`src/hw/rtl/station_address_table_macros.svh`:
```
// Assertion macros used by the station address table controller.
`ifndef STATION_ADDRESS_TABLE_MACROS_SVH
`define STATION_ADDRESS_TABLE_MACROS_SVH

// Same-cycle implication, disabled while reset is asserted.
`define SAT_ASSERT_SAME(label, clk, rst_n, ante, cons) \
    label: assert property (@(posedge clk) disable iff (!(rst_n)) (ante) |-> (cons)) \
        else $error("assertion failed");

// Next-cycle implication, disabled while reset is asserted.
`define SAT_ASSERT_NEXT(label, clk, rst_n, ante, cons) \
    label: assert property (@(posedge clk) disable iff (!(rst_n)) (ante) |=> (cons)) \
        else $error("assertion failed");

`endif

```
`src/hw/rtl/sat_pkg.sv`:
```
// Shared types, constants and helpers for the station address table.
`timescale 1ns / 1ps

package sat_pkg;

    // Table geometry
    localparam int ENTRIES = 8;
    localparam int IDX_W   = (ENTRIES > 1) ? $clog2(ENTRIES) : 1;
    localparam int CNT_W   = $clog2(ENTRIES + 1);

    // Request kinds; the unused code falls to the default arms
    typedef enum logic [2:0] {
        K_REGISTER    = 3'd0,
        K_UNREGISTER  = 3'd1,
        K_NET_BY_POS  = 3'd2,
        K_HW_BY_POS   = 3'd3,
        K_NET_BY_HW   = 3'd4,
        K_HW_BY_NET   = 3'd5,
        K_CLEAR       = 3'd6
    } t_kind;

    typedef struct packed {
        t_kind       kind;
        logic [47:0] hw_addr;
        logic [31:0] net_addr;
        logic [7:0]  position;
    } t_in_item;

    typedef struct packed {
        logic        found;
        logic [2:0]  slot;
        logic [31:0] net_out;
        logic [47:0] hw_out;
        logic        dropped_full;
        logic [2:0]  latest_slot;
    } t_out_item;

    // Controller to datapath
    typedef struct packed {
        logic load;    // capture a new item, restart the scan
        logic step;    // examine one slot
        logic commit;  // update the table, load the result register
    } t_cmd;

    // Datapath to controller
    typedef struct packed {
        logic scan_last;  // slot under test is the last one
    } t_stat;

    typedef enum logic [1:0] {
        S_IDLE,
        S_SCAN,
        S_COMMIT
    } t_state;

    // Low three bits of a slot index
    function automatic logic [2:0] slot_of(input logic [IDX_W-1:0] idx);
        logic [IDX_W+2:0] wide;
        wide = {3'b000, idx};
        return wide[2:0];
    endfunction

endpackage

```
`src/hw/rtl/sat_datapath.sv`:
```
// Datapath: client table, sequential slot scan and result register.
`timescale 1ns / 1ps

module sat_datapath (
    input  logic              i_clk,
    input  logic              i_rst_n,
    input  sat_pkg::t_in_item i_item,
    input  sat_pkg::t_cmd     i_cmd,
    output sat_pkg::t_stat    o_stat,
    output sat_pkg::t_out_item o_item
);
    import sat_pkg::*;

    // Table storage; contents of a slot only matter while its valid bit is set
    logic [ENTRIES-1:0] r_valid;
    logic [47:0]        r_hw  [ENTRIES];
    logic [31:0]        r_net [ENTRIES];
    logic [2:0]         r_latest;

    // Item and scan state
    t_in_item           r_cmd;
    logic [IDX_W-1:0]   r_idx;
    logic [CNT_W-1:0]   r_cnt;
    logic               r_hit;
    logic [IDX_W-1:0]   r_hit_idx;
    logic               r_free;
    logic [IDX_W-1:0]   r_free_idx;
    t_out_item          r_out;

    logic               scan_match;
    logic [7:0]         cnt_ext;
    t_out_item          n_out;
    logic [2:0]         n_latest;
    logic               wr_net;
    logic               wr_new;
    logic               wr_unreg;
    logic               wr_clear;
    logic [47:0]        hit_hw;
    logic [31:0]        hit_net;

    assign cnt_ext = 8'(r_cnt);

    // Match test for the slot under scan
    always_comb begin
        scan_match = 1'b0;
        case (r_cmd.kind)
            K_REGISTER, K_UNREGISTER, K_NET_BY_HW: begin
                scan_match = r_valid[r_idx] && (r_hw[r_idx] == r_cmd.hw_addr);
            end
            K_HW_BY_NET: begin
                scan_match = r_valid[r_idx] && (r_net[r_idx] == r_cmd.net_addr);
            end
            K_NET_BY_POS, K_HW_BY_POS: begin
                scan_match = r_valid[r_idx] && (cnt_ext == r_cmd.position);
            end
            default: begin
                scan_match = 1'b0;
            end
        endcase
    end

    assign o_stat.scan_last = (r_idx == IDX_W'(ENTRIES - 1));

    // Scan: one slot per cycle, first hit and first free slot win
    always_ff @(posedge i_clk) begin
        if (!i_rst_n) begin
            r_hit  <= 1'b0;
            r_free <= 1'b0;
        end else if (i_cmd.load) begin
            r_cmd      <= i_item;
            r_idx      <= '0;
            r_cnt      <= '0;
            r_hit      <= 1'b0;
            r_hit_idx  <= '0;
            r_free     <= 1'b0;
            r_free_idx <= '0;
        end else if (i_cmd.step) begin
            if (!r_hit && scan_match) begin
                r_hit     <= 1'b1;
                r_hit_idx <= r_idx;
            end
            if (!r_free && !r_valid[r_idx]) begin
                r_free     <= 1'b1;
                r_free_idx <= r_idx;
            end
            if (r_valid[r_idx]) begin
                r_cnt <= r_cnt + CNT_W'(1);
            end
            r_idx <= r_idx + IDX_W'(1);
        end
    end

    assign hit_hw  = r_hw[r_hit_idx];
    assign hit_net = r_net[r_hit_idx];

    // Result and table update for the finished scan
    always_comb begin
        n_out    = '0;
        n_latest = r_latest;
        wr_net   = 1'b0;
        wr_new   = 1'b0;
        wr_unreg = 1'b0;
        wr_clear = 1'b0;
        case (r_cmd.kind)
            K_REGISTER: begin
                if (r_hit) begin
                    wr_net        = 1'b1;
                    n_latest      = slot_of(r_hit_idx);
                    n_out.found   = 1'b1;
                    n_out.slot    = slot_of(r_hit_idx);
                    n_out.net_out = r_cmd.net_addr;
                    n_out.hw_out  = hit_hw;
                end else if (r_free) begin
                    wr_new        = 1'b1;
                    n_out.found   = 1'b1;
                    n_out.slot    = slot_of(r_free_idx);
                    n_out.net_out = r_cmd.net_addr;
                    n_out.hw_out  = r_cmd.hw_addr;
                end else begin
                    n_out.dropped_full = 1'b1;
                end
            end
            K_UNREGISTER, K_NET_BY_POS, K_HW_BY_POS, K_NET_BY_HW, K_HW_BY_NET: begin
                if (r_hit) begin
                    wr_unreg      = (r_cmd.kind == K_UNREGISTER);
                    n_out.found   = 1'b1;
                    n_out.slot    = slot_of(r_hit_idx);
                    n_out.net_out = hit_net;
                    n_out.hw_out  = hit_hw;
                end
            end
            K_CLEAR: begin
                wr_clear = 1'b1;
                n_latest = '0;
            end
            default: begin
                n_out = '0;
            end
        endcase
        n_out.latest_slot = n_latest;
    end

    // Control part of the table
    always_ff @(posedge i_clk) begin
        if (!i_rst_n) begin
            r_valid  <= '0;
            r_latest <= '0;
        end else if (i_cmd.commit) begin
            r_latest <= n_latest;
            if (wr_clear) begin
                r_valid <= '0;
            end else if (wr_new) begin
                r_valid[r_free_idx] <= 1'b1;
            end else if (wr_unreg) begin
                r_valid[r_hit_idx] <= 1'b0;
            end
        end
    end

    // Address storage
    always_ff @(posedge i_clk) begin
        if (i_cmd.commit) begin
            if (wr_new) begin
                r_hw[r_free_idx]  <= r_cmd.hw_addr;
                r_net[r_free_idx] <= r_cmd.net_addr;
            end else if (wr_net) begin
                r_net[r_hit_idx] <= r_cmd.net_addr;
            end
        end
    end

    // Result register
    always_ff @(posedge i_clk) begin
        if (i_cmd.commit) begin
            r_out <= n_out;
        end
    end

    assign o_item = r_out;

endmodule

```
`src/hw/rtl/sat_controller.sv`:
```
// Controller: sequences accept, slot scan and commit, owns the output valid flag.
`timescale 1ns / 1ps
`include "station_address_table_macros.svh"

module sat_controller (
    input  logic           i_clk,
    input  logic           i_rst_n,
    input  logic           i_valid,
    output logic           o_ready,
    output logic           o_valid,
    input  logic           i_ready,
    input  sat_pkg::t_stat i_stat,
    output sat_pkg::t_cmd  o_cmd
);
    import sat_pkg::*;

    t_state r_state;
    t_state n_state;
    logic   r_out_vld;
    logic   n_out_vld;
    logic   slot_free;

    // Result register can take a new item this cycle
    assign slot_free = !r_out_vld || i_ready;

    // Next state
    always_comb begin
        n_state = r_state;
        case (r_state)
            S_IDLE: begin
                if (i_valid) begin
                    n_state = S_SCAN;
                end
            end
            S_SCAN: begin
                if (i_stat.scan_last) begin
                    n_state = S_COMMIT;
                end
            end
            S_COMMIT: begin
                if (slot_free) begin
                    n_state = S_IDLE;
                end
            end
            default: begin
                n_state = S_IDLE;
            end
        endcase
    end

    // Outputs and commands
    always_comb begin
        o_ready = 1'b0;
        o_cmd   = '0;
        case (r_state)
            S_IDLE: begin
                o_ready    = 1'b1;
                o_cmd.load = i_valid;
            end
            S_SCAN: begin
                o_cmd.step = 1'b1;
            end
            S_COMMIT: begin
                o_cmd.commit = slot_free;
            end
            default: begin
                o_cmd = '0;
            end
        endcase
    end

    // Output valid flag
    always_comb begin
        n_out_vld = r_out_vld;
        if (o_cmd.commit) begin
            n_out_vld = 1'b1;
        end else if (i_ready) begin
            n_out_vld = 1'b0;
        end
    end

    always_ff @(posedge i_clk) begin
        if (!i_rst_n) begin
            r_state   <= S_IDLE;
            r_out_vld <= 1'b0;
        end else begin
            r_state   <= n_state;
            r_out_vld <= n_out_vld;
        end
    end

    assign o_valid = r_out_vld;

    `SAT_ASSERT_SAME(a_commit_slot_free, i_clk, i_rst_n, o_cmd.commit, !r_out_vld || i_ready)
    `SAT_ASSERT_NEXT(a_load_starts_scan, i_clk, i_rst_n, o_cmd.load, r_state == S_SCAN)
    `SAT_ASSERT_NEXT(a_last_to_commit, i_clk, i_rst_n,
                     (r_state == S_SCAN) && i_stat.scan_last, r_state == S_COMMIT)
    `SAT_ASSERT_SAME(a_valid_from_commit, i_clk, i_rst_n, $rose(r_out_vld), $past(o_cmd.commit))

endmodule

```
`src/hw/rtl/station_address_table.sv`:
```
// Top level of the station address table: controller plus datapath.
`timescale 1ns / 1ps

// Table of up to eight attached clients (valid bit, 48-bit hardware address,
// 32-bit network address). Each item registers, unregisters, looks up a client
// by ordinal, hardware address or network address, or clears the table, and
// yields exactly one result item. The scan walks the slots from slot 0 upward,
// one slot per cycle, and the first hit wins. Items are taken one at a time: the
// item is accepted and captured, every table slot is scanned, and then the table
// is written and the result register loaded before the next item is accepted.
// The result register decouples the output side: the next item is accepted
// while a result still waits, and that item holds in its commit cycle until
// the waiting result is taken. After reset the table is empty and ready for
// use at once.
module station_address_table (
    input  logic               i_clk,
    input  logic               i_rst_n,
    input  logic               i_valid,
    output logic               o_ready,
    input  sat_pkg::t_in_item  i_item,
    output logic               o_valid,
    input  logic               i_ready,
    output sat_pkg::t_out_item o_item
);
    import sat_pkg::*;

    t_cmd  cmd;
    t_stat stat;

    sat_controller u_ctrl (
        .i_clk   (i_clk),
        .i_rst_n (i_rst_n),
        .i_valid (i_valid),
        .o_ready (o_ready),
        .o_valid (o_valid),
        .i_ready (i_ready),
        .i_stat  (stat),
        .o_cmd   (cmd)
    );

    sat_datapath u_dp (
        .i_clk   (i_clk),
        .i_rst_n (i_rst_n),
        .i_item  (i_item),
        .i_cmd   (cmd),
        .o_stat  (stat),
        .o_item  (o_item)
    );

endmodule

```
`config.mk`:
```
export PLATFORM = sky130hd
export DESIGN_NAME = station_address_table
export DESIGN_NICKNAME = d
export VERILOG_FILES = /design/src/hw/rtl/sat_pkg.sv /design/src/hw/rtl/sat_datapath.sv /design/src/hw/rtl/sat_controller.sv /design/src/hw/rtl/station_address_table.sv
export VERILOG_INCLUDE_DIRS = /design/src /design/src/hw/rtl
export SDC_FILE = /design/constraint.sdc
export NUM_CORES = 1
export LEC_CHECK = 0
export BUFFER_PORTS_ARGS = -buffer_cell sky130_fd_sc_hd__buf_2
export CAP_MARGIN = 15
export CORE_MARGIN = 2
export CORE_UTILIZATION = 45
export DETAILED_ROUTE_END_ITERATION = 12
export GPL_TIMING_DRIVEN = 0
export PLACE_DENSITY = 0.72
export SKIP_LAST_GASP = 1
export SYNTH_ARGS = -nofsm -noshare
export SYNTH_HDL_FRONTEND = slang
export SYNTH_SLANG_ARGS = --single-unit
export TNS_END_PERCENT = 50
```
`constraint.sdc`:
```
create_clock -name i_clk -period 10.4 [get_ports i_clk]
set_clock_uncertainty 0.1 [all_clocks]
set_input_delay 1.04 -clock i_clk [delete_from_list [all_inputs] [get_ports i_clk]]
set_output_delay 1.04 -clock i_clk [all_outputs]
set_load 0.05 [all_outputs]
```
**Yosys cells after proc, flatten, opt, wreduce, memory -nomap -nowiden**

Memory sizes are Yosys's and may differ from the RTL's. A register that Yosys moved wholly into a read port is not among the register bits.
Index checks and enable logic that the tools add are counted.

- Flip-flop bits (word level): 208
- RAM bits: 640
- Input port bits: 95
- Output and inout bits: 90
- Word-level logic and storage cells: 144
- Memories: 2

- $add $sub $neg: 2
- Order comparisons: 5
- Eq/ne operators: 15
- Muxes and demuxes: 60
- Bitwise gates (word level): 5
- Reduce and logical (&&, ||, !) cells: 35

Memories:

| memory | words | bits a word | read ports | clocked after memory_dff | write ports | line | text |
|---|---|---|---|---|---|---|---|
| u_dp.r_hw | 8 | 48 | 2 | 2 | 1 | sat_datapath.sv:16 | `logic [47:0] r_hw [ENTRIES];` |
| u_dp.r_net | 8 | 32 | 2 | 2 | 1 | sat_datapath.sv:17 | `logic [31:0] r_net [ENTRIES];` |

Operator list:

| kind | number |
|---|---|
| 2-to-1 mux 84 bit | 3 |
| case mux 84 bit (2 select lines) | 1 |
| == test 48 bit | 1 |
| 2-to-1 mux 3 bit | 15 |
| == test 32 bit | 1 |
| 2-to-1 mux 32 bit | 1 |
| OR reduction 32 bit | 1 |
| 2-to-1 mux 1 bit | 26 |
| 2-to-1 mux 8 bit | 3 |
| == test 3 bit, second input constant | 4 |
| less-than comparator 3 x 4 -> 1 bit, second input constant | 3 |
| AND reduction 3 bit | 4 |
| AND reduction 2 bit | 5 |
| nonzero test 2 bit | 5 |
| bitwise AND 8 bit | 1 |
| == test 4 x 8 -> 1 bit | 1 |
| 2-to-1 mux 4 bit | 2 |
| inverter 8 bit | 1 |
| OR 8 bit | 1 |
| logical AND 1 bit | 7 |
| demux 1 bit (select 3 bit) | 2 |
| == test 3 x 2 -> 1 bit, second input constant | 2 |
| >= comparator 3 x 1 -> 1 bit, second input constant | 2 |
| 2-to-1 mux 2 bit | 3 |
| 20 further kinds | 27 |

**Depth between registers and ports, before layout**

- Word-level depth: 9
- Gate-level depth with buffers: 14
- Gate-level depth less buffers: 9

**Hierarchy**

From an unflattened synthesis, not the netlist that was laid out.

- Cell total of the unflattened synthesis: 2037
- Area total of the unflattened synthesis: 37908.9 um^2

Modules (own cells, without submodules):

| module | instances | cells each | area an instance (um^2) | sequential area each (um^2) |
|---|---|---|---|---|
| sat_datapath | 1 | 2019 | 37745.0 | 25364.3 |
| sat_controller | 1 | 18 | 163.9 | 60.1 |

**Worst setup path before layout**

No wires, ideal clock.

- Path kind: in2reg
- Start: input i_ready
- End: register u_dp.r_valid[2]
- Library setup time: 0.073 ns
- Data arrival time: 8.486 ns
- Path slack: 1.741 ns
- Stages: 6
- Buffers on the path: 1
- Path through: nand2b_1 -> nor2b_1 -> buf_1 -> nand3_1 -> nor3_1 -> o221a_2

RTL lines:

| element | line | text |
|---|---|---|
| start, declared | station_address_table.sv:22 | `input logic i_ready,` |
| end signal, assigned | sat_datapath.sv:146 | `r_valid <= '0;` |
| end signal, assigned | sat_datapath.sv:151 | `r_valid <= '0;` |
| end signal, assigned by index | sat_datapath.sv:153 | `r_valid[r_free_idx] <= 1'b1;` |
| end, declared | sat_datapath.sv:15 | `logic [ENTRIES-1:0] r_valid;` |

==> key figures <==
Finish
  • Nets@finish: between 2,000 and 3,000
  • Layout cell share with drive strength beyond 1: 0.284
  • Final instance area: between 40,000 and 50,000 µm²
  • Area grow syn2layout: 16.5%

Logic synthesis
  • Synth cell types: 55
  • Number of flops mapped to enable cells by yosys: between 800 and 900
  • Leading area contributor after synthesis: edfxtp_1
  • Net Count, Synth: 2,214
  • Yosys warns: 0
  • Synthesized area: about 38,000 µm²
  • Most frequent cell after synthesis: edfxtp_1
  • FFs w/ async S/R, synth: 0
  • Post-Synthesis Cells: around 2,100
  • Post-synth top area share: 0.656
  • Flops & latches, synth: around 850
  • Top area cells in the synthesized netlist: edfxtp_1 66%, mux4_2 15%, mux2i_1 6.6%, nor2_1 1.9%, a21oi_1 1.3%
  • Top FF cell, synth: edfxtp_1
  • Post-synth top cells: 832 x edfxtp_1, 261 x mux4_2, 253 x mux2i_1
  • Mean Syn Cell Area: between 15 and 20 µm²
  • Seq/Total Area, Yosys: 0.668

Flow run
  • Max Cap Viol: 0

Drt
  • Via density: roughly 6.4
  • DRC: 0
  • DRT antenna net count: 0
  • Starting DRT DRC Count: 3,609
  • DR pass1 iterations: 6
  • Total Wirelength: ~120,000 µm
  • Post-DR wirelength/cell: 32.5 µm
  • Vias: between 20,000 and 25,000

Pwr
  • VDD IR max: 0.142 mV
  • PD cells: 174 nW/µm²
  • Leak: approximately 15 nW

CTS
  • TritonCTS Buffers: 90
  • Sink Count: 854
  • H-tree Lvls: 3
  • CTS Root Cell: clkbuf_16
  • Clk Latency, worst-skew pair: 0.67 ns
  • Post-cts gate resize count: 0
  • Clock slew at reported path FFs: 0.06 ns
  • Post CTS Setup Buffer Count: 0
  • CTS tree: yes
  • # hold bufs at CTS: 0
  • Clock Path Buffers: 3

Timing
  • Worst slew pin tran: roughly 1.3 ns
  • RSZ-0062 raised after global routing: no
  • Final setup vio count: 0
  • Worst slew margin: 0.160
  • Final min period: 5.09 ns
  • Final hold vios: 0
  • Fmax: approximately 0.20 GHz
  • Fin crit share: 0.489
  • Final worst slack: 5.31 ns
  • Setup TNS: 0 ns
  • Final Slew Violations: 0
  • Worst hold slack: between 0.4 and 0.5 ns

Setup path
  • Crit path arrival time: about 5.4 ns
  • Worst setup SP type: register
  • Crit-path max FO: 10
  • CP Capture Type: register
  • Worst path required time: between 10 and 15 ns
  • Setup Crit Path Kind: reg2reg

GRT
  • Grt total ovfl: 0
  • All-Layer GR Usage: 0.274
  • Vias in the first global route: 23,670
  • Global-route wire length before repair: roughly 170,000 µm
  • Pin count of the biggest net entering global routing: approximately 50
  • Initial antenna violation count: 6

Floorplan
  • Ports: 185
  • Core area: 83,700 µm²
  • Initial Util: 0.455
  • Die H: 295 µm
  • Die footprint: 87,000 µm²
  • Die Span X: between 200 and 300 µm
  • Row count: approximately 110

Worst hold path
  • Worst hold path type: reg2reg

Place
  • Placement Cell Area: 41,400 µm²
  • PortBufs: 184
  • GPL Wtd Cong: slightly below 0.9
  • Dpl ws: ~5.6 ns
  • Detail Placement HPWL: 80,700 µm

Status
  • Status: finished, final reports clean
## where the power goes
part	total, mW	leakage (nW)	internal [mW]	switching [mW]
clock	3.15	1.42	1.81	1.34
sequential	3.83	7.64	3.78	0.0466
combinational	0.724	5.68	0.290	0.434
## placed cells by master (no fill, tap or decap), types with 22 or more instances in the layout
cell / instances
edfxtp_1: 832
nor2_1: 182
buf_6: 27
a22oi_1: 30
mux2i_1: 253
xnor2_1: 52
clkbuf_16: 92
mux4_2: 261
a21oi_1: 100
clkbuf_1: 86
buf_2: 209
dfxtp_1: 22
buf_1: 29
## worst paths after layout
check | slack [ns] | startpoint | cells after the start | to
setup reg to reg | 5.31 | register | 11 | u_dp.r_hit_idx[0]
hold / removal | 0.43 | u_dp.r_latest[1] | 2 | u_dp.r_latest[1]
hold reg to reg | 0.43 | u_dp.r_latest[1] | 2 | u_dp.r_latest[1]
setup / recovery | 5.31 | register | 11 | u_dp.r_hit_idx[0]
## sequential cells by signal (all words and copies together) (netlist names), named ones only
name             flops
u_dp.r_hit_idx       3
u_dp.r_latest        3
u_ctrl.o_valid       1
u_dp.r_net         256
u_dp.r_hit           1
u_dp.r_cnt           4
u_dp.r_free_idx      3
u_dp.r_cmd          91
u_dp.r_valid         8
u_dp.r_free          1
u_dp.r_hw          384
u_ctrl.r_state       2
u_dp.r_idx           3
u_dp.o_item         88
## critical path, stage by stage, from the launching register on
cell	delay, ns
dfxtp_1	0.33
buf_4	0.22
inv_1	0.12
clkbuf_1	0.81
buf_2	0.60
mux2i_1	0.27
xnor2_1	0.15
nor4_1	0.62
nand4_1	0.32
nor4_2	0.78
o21ai_1	0.27
inv_1	0.18
## kinds of logic (layout without fill, tap and decap cells)
kind of cell / after synthesis / after routing / synth area share
multiplexers: 518 / 518 / 0.222
XOR/XNOR: 72 / 72 / 0.0166
other: 0 / 1 / 0
AO/OA/AOI/OAI: 215 / 215 / 0.0378
buffers and inverters: 148 / 563 / 0.0188
AND/OR/NAND/NOR: 300 / 300 / 0.0352
flip-flops: 854 / 854 / 0.668
adder cells (fa/ha/maj): 6 / 6 / 0.00197
## stage by stage
stage                     instances  utilization  total power, mW
final                          3663        0.530             7.71
after global routing           3662        0.530             7.90
after CTS                      3656        0.529             7.72
after detailed placement       3486        0.495             4.61
after global placement         3431        0.483             4.59
after floorplan                2113            -             4.33
## layer usage
metal / track usage / wire, µm / up-vias
li1: - / - / 9323
met1: 0.361 / 42400 / 12026
met2: 0.421 / 54600 / 1904
met3: 0.0760 / 16000 / 360
met4: 0.133 / 5920 / 6
met5: 0 / 46 / -
## area by class of cell
class,count,area [µm²]
antenna,1,2.50
buffer,139,686
clock buffer,119,2440
clock inverter,51,439
fill,6509,39300
inverter,9,33.8
multi-input combinational,1111,12100
sequential,854,25400
tap,1134,1420
timing repair buffer,245,1880
Power figures use the tool's default switching activity.
